### config.mk
export PLATFORM = sky130hd
export DESIGN_NAME = obci_square
export DESIGN_NICKNAME = d
export VERILOG_FILES = /design/src/rtl/core/obci_pkg.sv /design/src/rtl/core/obci_square.sv
export SDC_FILE = /design/constraint.sdc
export NUM_CORES = 2
export LEC_CHECK = 0
export CELL_PAD_IN_SITES_DETAIL_PLACEMENT = 1
export CELL_PAD_IN_SITES_GLOBAL_PLACEMENT = 1
export CORE_UTILIZATION = 30
export DETAILED_ROUTE_END_ITERATION = 10
export DONT_BUFFER_PORTS = 1
export GPL_TIMING_DRIVEN = 0
export HOLD_SLACK_MARGIN = 0.06
export PLACE_DENSITY_LB_ADDON = 0.1
export SYNTH_ARGS = -nofsm -noshare
export SYNTH_HDL_FRONTEND = slang
export SYNTH_SLANG_ARGS = --single-unit
### constraint.sdc
create_clock -name clock -period 12.05 [get_ports clock]
set_input_delay 1.205 -clock clock [delete_from_list [all_inputs] [get_ports clock]]
set_output_delay 1.205 -clock clock [all_outputs]
set_load 0.01 [all_outputs]
### src/rtl/core/obci_pkg.sv
// ----------------------------------------------------------------------------
// obci_pkg
// Shared types and constants for the oriented box / circle intersect pipeline.
// ----------------------------------------------------------------------------
package obci_pkg;

   localparam int NUM_STAGES = 8;

   // pipeline stage indexes
   localparam int ST_DIFF   = 0;
   localparam int ST_MUL    = 1;
   localparam int ST_PROJ   = 2;
   localparam int ST_EXCESS = 3;
   localparam int ST_PART   = 4;
   localparam int ST_SQ     = 5;
   localparam int ST_SUM    = 6;
   localparam int ST_OUT    = 7;

   localparam int REQ_DATA_W = 288;
   localparam int RSP_DATA_W = 64;
   localparam int DIFF_W     = 33;
   localparam int PROD_W     = 49;
   localparam int PROJ_W     = 36;
   localparam int MAG_W      = 36;
   localparam int HALF_W     = 18;
   localparam int SQ_W       = 72;
   localparam int SUM_W      = 73;
   localparam int R2_W       = 62;
   localparam int DIST_W     = 63;

   // input beat, last member in the lowest bits
   typedef struct packed {
      logic [2:0]         pad;
      logic [30:0]        radius;
      logic signed [31:0] circle_y;
      logic signed [31:0] circle_x;
      logic [30:0]        half_extent_b;
      logic [30:0]        half_extent_a;
      logic signed [15:0] axis_b_y;
      logic signed [15:0] axis_b_x;
      logic signed [15:0] axis_a_y;
      logic signed [15:0] axis_a_x;
      logic signed [31:0] box_center_y;
      logic signed [31:0] box_center_x;
   } req_beat_type;

   typedef struct packed {
      logic [NUM_STAGES-1:0] en;
   } pipe_ctrl_type;

endpackage

### src/rtl/core/obci_square.sv
// ----------------------------------------------------------------------------
// obci_square
// Exact 36-bit square from three 18x18 partial products over two stages.
// ----------------------------------------------------------------------------
module obci_square
   import obci_pkg::*;
(
   input  logic             clock,
   input  pipe_ctrl_type    ctrl,
   input  logic [MAG_W-1:0] mag,
   output logic [SQ_W-1:0]  square
);

   logic [HALF_W-1:0]   mh, ml;
   logic [2*HALF_W-1:0] hh_ff, hh_in, hl_ff, hl_in, ll_ff, ll_in;
   logic [SQ_W-1:0]     sq_ff, sq_in;

   assign mh    = mag[MAG_W-1:HALF_W];
   assign ml    = mag[HALF_W-1:0];
   assign hh_in = mh * mh;
   assign hl_in = mh * ml;
   assign ll_in = ml * ml;

   always_ff @(posedge clock) begin
      if (ctrl.en[ST_PART]) begin
         hh_ff <= hh_in;
         hl_ff <= hl_in;
         ll_ff <= ll_in;
      end
   end

   // m^2 = hh<<36 + 2*hl<<18 + ll
   assign sq_in = {hh_ff, {(2*HALF_W){1'b0}}}
                + {{(SQ_W-2*HALF_W-HALF_W-1){1'b0}}, hl_ff, {(HALF_W+1){1'b0}}}
                + {{(SQ_W-2*HALF_W){1'b0}}, ll_ff};

   always_ff @(posedge clock) begin
      if (ctrl.en[ST_SQ])
         sq_ff <= sq_in;
   end

   assign square = sq_ff;

endmodule

# [Yosys cells after proc, flatten, opt, wreduce, memory -nomap -nowiden]
# Cells that the tools add are included.
[op_classes] bitwise=0 addsub=2 muxes=0 n_eq_ne=0 reduce_logical=0 order_cmp=0 div=0 multipliers=3 shifts=0
[op_table] cell="18-bit by 18-bit multiplier with 36-bit output" count=3
[op_table] cell="72-bit by 36-bit adder with 72-bit output" count=1
[op_table] cell="72-bit by 55-bit adder with 72-bit output" count=1
[totals] romBits=0 latchBits=0 n_memories=0 ramBits=0 regBits=180 elab_cells=9 out_inout_bits=72 in_bits=45

# [Depth between registers and ports, before layout]
[logic_depth] word_depth=2 ltp_mapped=26 depth_no_buf=24

# [Least setup slack after synthesis]
# No wires, ideal clock.
[synth_timing] kind="input port to flip-flop" start="in mag[21]" end="reg hh_ff[34], data pin" stages=24 setup_ns=0.262 path_slack_ns=4.931 t_arrival_ns=6.857 path_cell_list="clkbuf_1 -> clkbuf_1 -> nand2_1 -> fa_1 -> inv_1 -> fa_1 -> inv_1 -> fa_1 -> fa_1 -> inv_1 -> fa_1 -> inv_1 -> fa_1 -> inv_1 -> ha_1 -> nand2_1 -> nor3_1 -> nor3b_1 -> or3_1 -> o2111ai_1 -> nand3b_1 -> a21oi_1 -> o21ai_1 -> xor2_1"
[synth_via] elab_chain_len=1
[synth_lines] item="start: declaration" line_no="obci_square.sv:10" text="input logic [MAG_W-1:0] mag,"
[synth_lines] item="18-bit by 18-bit multiplier with 36-bit output" line_no="obci_square.sv:20" text="assign hh_in = mh * mh;"
[synth_lines] item="net hh_in[34]" line_no="obci_square.sv:15" text="logic [2*HALF_W-1:0] hh_ff, hh_in, hl_ff, hl_in, ll_ff, ll_in;"
[synth_lines] item="end signal: assignment" line_no="obci_square.sv:26" text="hh_ff <= hh_in;"
[synth_lines] item="end: declaration" line_no="obci_square.sv:15"
# The timed path passes the listed nets, and every way through them passes these cells.
# A chain may end at the register's enable or synchronous reset.

# [Final worst setup path]
[layout_timing] start="in mag[12]" end="reg ll_ff[34], data pin"
[layout_via] elab_chain_len=1
[layout_lines] item="18-bit by 18-bit multiplier with 36-bit output" line_no="obci_square.sv:22" text="assign ll_in = ml * ml;"
[layout_lines] item="net ll_in[34]" line_no="obci_square.sv:15"
[layout_lines] item="end signal: assignment" line_no="obci_square.sv:28" text="ll_ff <= ll_in;"
[layout_lines] item="end: declaration" line_no="obci_square.sv:15"
# The timed path passes the listed nets, and every way through them passes these cells.

==> qor.yml <==
place:
  postPlaceCellArea_um2: 38100
  pre_cts_slack_ns: 2.39
  place.gp.congestion: 0.877
  portBuffers: 0
  post-dp-hpwl_um: 97900
worst_setup_path:
  slowest_stage: "clkbuf_1"
  critical_path.cell_chain: "clkbuf_1 -> clkbuf_1 -> nand2_1 -> fa_1 -> fa_1 -> inv_1 -> fa_1 -> fa_1 -> fa_1 -> inv_1 -> fa_1 -> inv_1 -> ha_1 -> and3_1 -> o2111ai_1 -> a31oi_1 -> o21ai_1 -> o21ai_1 -> a31oi_1 -> o21ai_1 -> xor2_1"
  r2r_setup_slack_ns: 8.21
  worstPathRequired_ns: 12.26
  worst-path-buf-inv: 5
  cpMostUsedCell: "fa_1"
  setup.worst_path.class: "primary input to flop"
  crit_family: "adder cells"
  cp-end-kind: "flop"
  crit_arrival_ns: 9.14
  crit_fanout: 10
  slowest_delay_ns: 0.84
  startpoint_type: "primary input"
logic_synthesis:
  synth_nets: 4877
  async_flop_share_pct: 0
  ys_warn_count: 0
  syn_area_per_cell_um2: 9.56
  synth_top_area_share_pct: 38.4
  synthCells: 3772
  synth.area.top_cells: "fa_1 38%, edfxtp_1 15%, ha_1 13%, inv_1 9.9%, nand2_1 4.5%"
  netlist_area_um2: 36100
  synth_seq_area_share_pct: 14.7
  yosys.area.top_type: "fa_1"
  ys.flop_type: "edfxtp_1"
  synth_edf_count: 177
  ys_ff_latch: 177
  synth.distinct_cells: 74
finish:
  num-nets-final: 4898
  area_growth_pct: 7.25
  layout_common_cells: "956 x inv_1, 692 x fa_1, 432 x nand2_1"
  drive_gt1_share_pct: 1.58
  final_cell_area_um2: 38700
  layout_commonest_cell: "inv_1"
  nFillCells: 13700
  post-route-util_pct: 32.6
drt:
  vias: 25000
  ant_nets: 0
  wl_per_cell_um: 21.7
  firstDrtPassIters: 5
  detail_route.iter0.violations: 1351
  post_drt_via_cell_ratio: 4.62
  wl_um: 117000
  drc: 0
timing:
  slew-limit-headroom_pct: 12.6
  tightest_slew_ns: 1.31
  finalCriticalPeriod_ns: 8.93
  setup_tns_ns: 0
  slew_viol_final: 0
  timing.final.ws_setup_ns: 3.12
  final_hold_viol_count: 0
  rsz0062_at_grt: "no"
  skew_ns: 0.0110
  period_share_pct: 74.1
  max_freq_ghz: 0.112
  setup_viol: 0
clock_network:
  cts_tree: "done"
  cts.sinks: 177
  cts_setup_buffers: 0
  hold_buffers: 0
  clk_pin_slew_worst_paths_ns: 0.07
  cts_resized: 0
  clkLatencyLatePin_ns: 0.51
  clk_path_buf_depth: 2
  cts_max_level: 4
  root_buffer: "clkbuf_16"
  cts_buffers: 17
global_route:
  grt_pass1_wl_um: 177000
  grt_pass1_vias: 27900
  track_usage_pct: 20.1
  grt_max_degree: 107
  grt_overflow: 0
  antenna_found_initial: 11
floorplan:
  ios: 117
  initial_utilization_pct: 30.4
  die_w_um: 349
  die_h_um: 349
  fp.coreArea_um2: 119000
  die-area_um2: 122000
  num_rows: 126
min_path:
  hold_path.class: "flop to flop"
run:
  cap_violations: 0
status:
  status: "finished clean"
worst register-to-register path, stage by stage, from the launching register on:
cell	delay, ns
edfxtp_1	0.34
ha_1	0.19
inv_1	0.06
fa_1	0.40
nand2b_1	0.19
a21oi_2	0.23
o41ai_2	0.17
o211ai_2	0.44
o2111ai_1	0.27
a21bo_1	0.31
a31oi_4	0.47
nor4b_1	0.39
xor2_1	0.11
worst paths after layout:
check / start / endpoint / depth (start not counted)
setup / recovery: mag[12] / ll_ff[34] / 21
hold reg to reg: ll_ff[8] / square[8] / 0
hold / removal: ll_ff[8] / square[8] / 0
setup reg to reg: ll_ff[19] / square[69] / 12
final cells by class:
type,count,area [µm²],area share [%]
clock buffers,18,429,1.11
multi-input cells,2502,26700,68.9
inverters,956,3590,9.27
diodes,1,2.50,0.00647
repair buffers,2,12.5,0.0323
flip-flops and latches,177,5320,13.7
plain buffers,137,522,1.35
clock inverters,13,163,0.420
well taps,1600,2000,5.17
cells by family (layout without fill, tap and decap cells):
| family | count (synthesis) | count (layout) | share of synthesized area (%) |
|---|---|---|---|
| adders and majority gates | 1060 | 1060 | 51.2 |
| other | 1 | 2 | 0.0104 |
| muxes | 4 | 4 | 0.118 |
| AOI/OAI and AO/OA | 356 | 356 | 6.43 |
| xor gates and xnor gates | 154 | 154 | 3.74 |
| and+or+nand+nor | 927 | 927 | 12.4 |
| DFF | 177 | 177 | 14.7 |
| buffers and inverters | 1093 | 1126 | 11.4 |
state kept, by name, summed over array words and instances (netlist names):
signal  flops
hl_ff      36
hh_ff      35
ll_ff      35
square     71
cells in the mapped netlist (21+ instances only):
library cell	instances
o21ai_0	49
fa_1	692
and2_1	248
edfxtp_1	177
ha_1	368
nor2_1	93
nand2_1	432
xnor2_1	100
xor2_1	54
nand3_1	21
clkbuf_1	133
inv_1	956
a21o_1	68
o21ai_1	23
nand4_1	23
a21oi_1	100
nor2b_1	28
metrics by stage:
step / hold slack, ns / cells
after floorplan: 0.400 / 3772
after global placement: 0.400 / 5372
after detailed placement: 0.406 / 5373
after CTS: 0.414 / 5404
after global routing: 0.416 / 5405
final: 0.416 / 5406
routing by layer:
layer | wire, µm | track usage (%) | share of wire [%]
met3 | 6150 | 4.16 | 5.3
met4 | 2080 | 4.24 | 1.8
met5 | 0 | 0 | 0
met1 | 55700 | 27.8 | 48
met2 | 53200 | 32.1 | 45
Power is left out: the tool's default activity adds up to more than one toggle a clock period on the data nets, which glitch-free logic cannot reach.
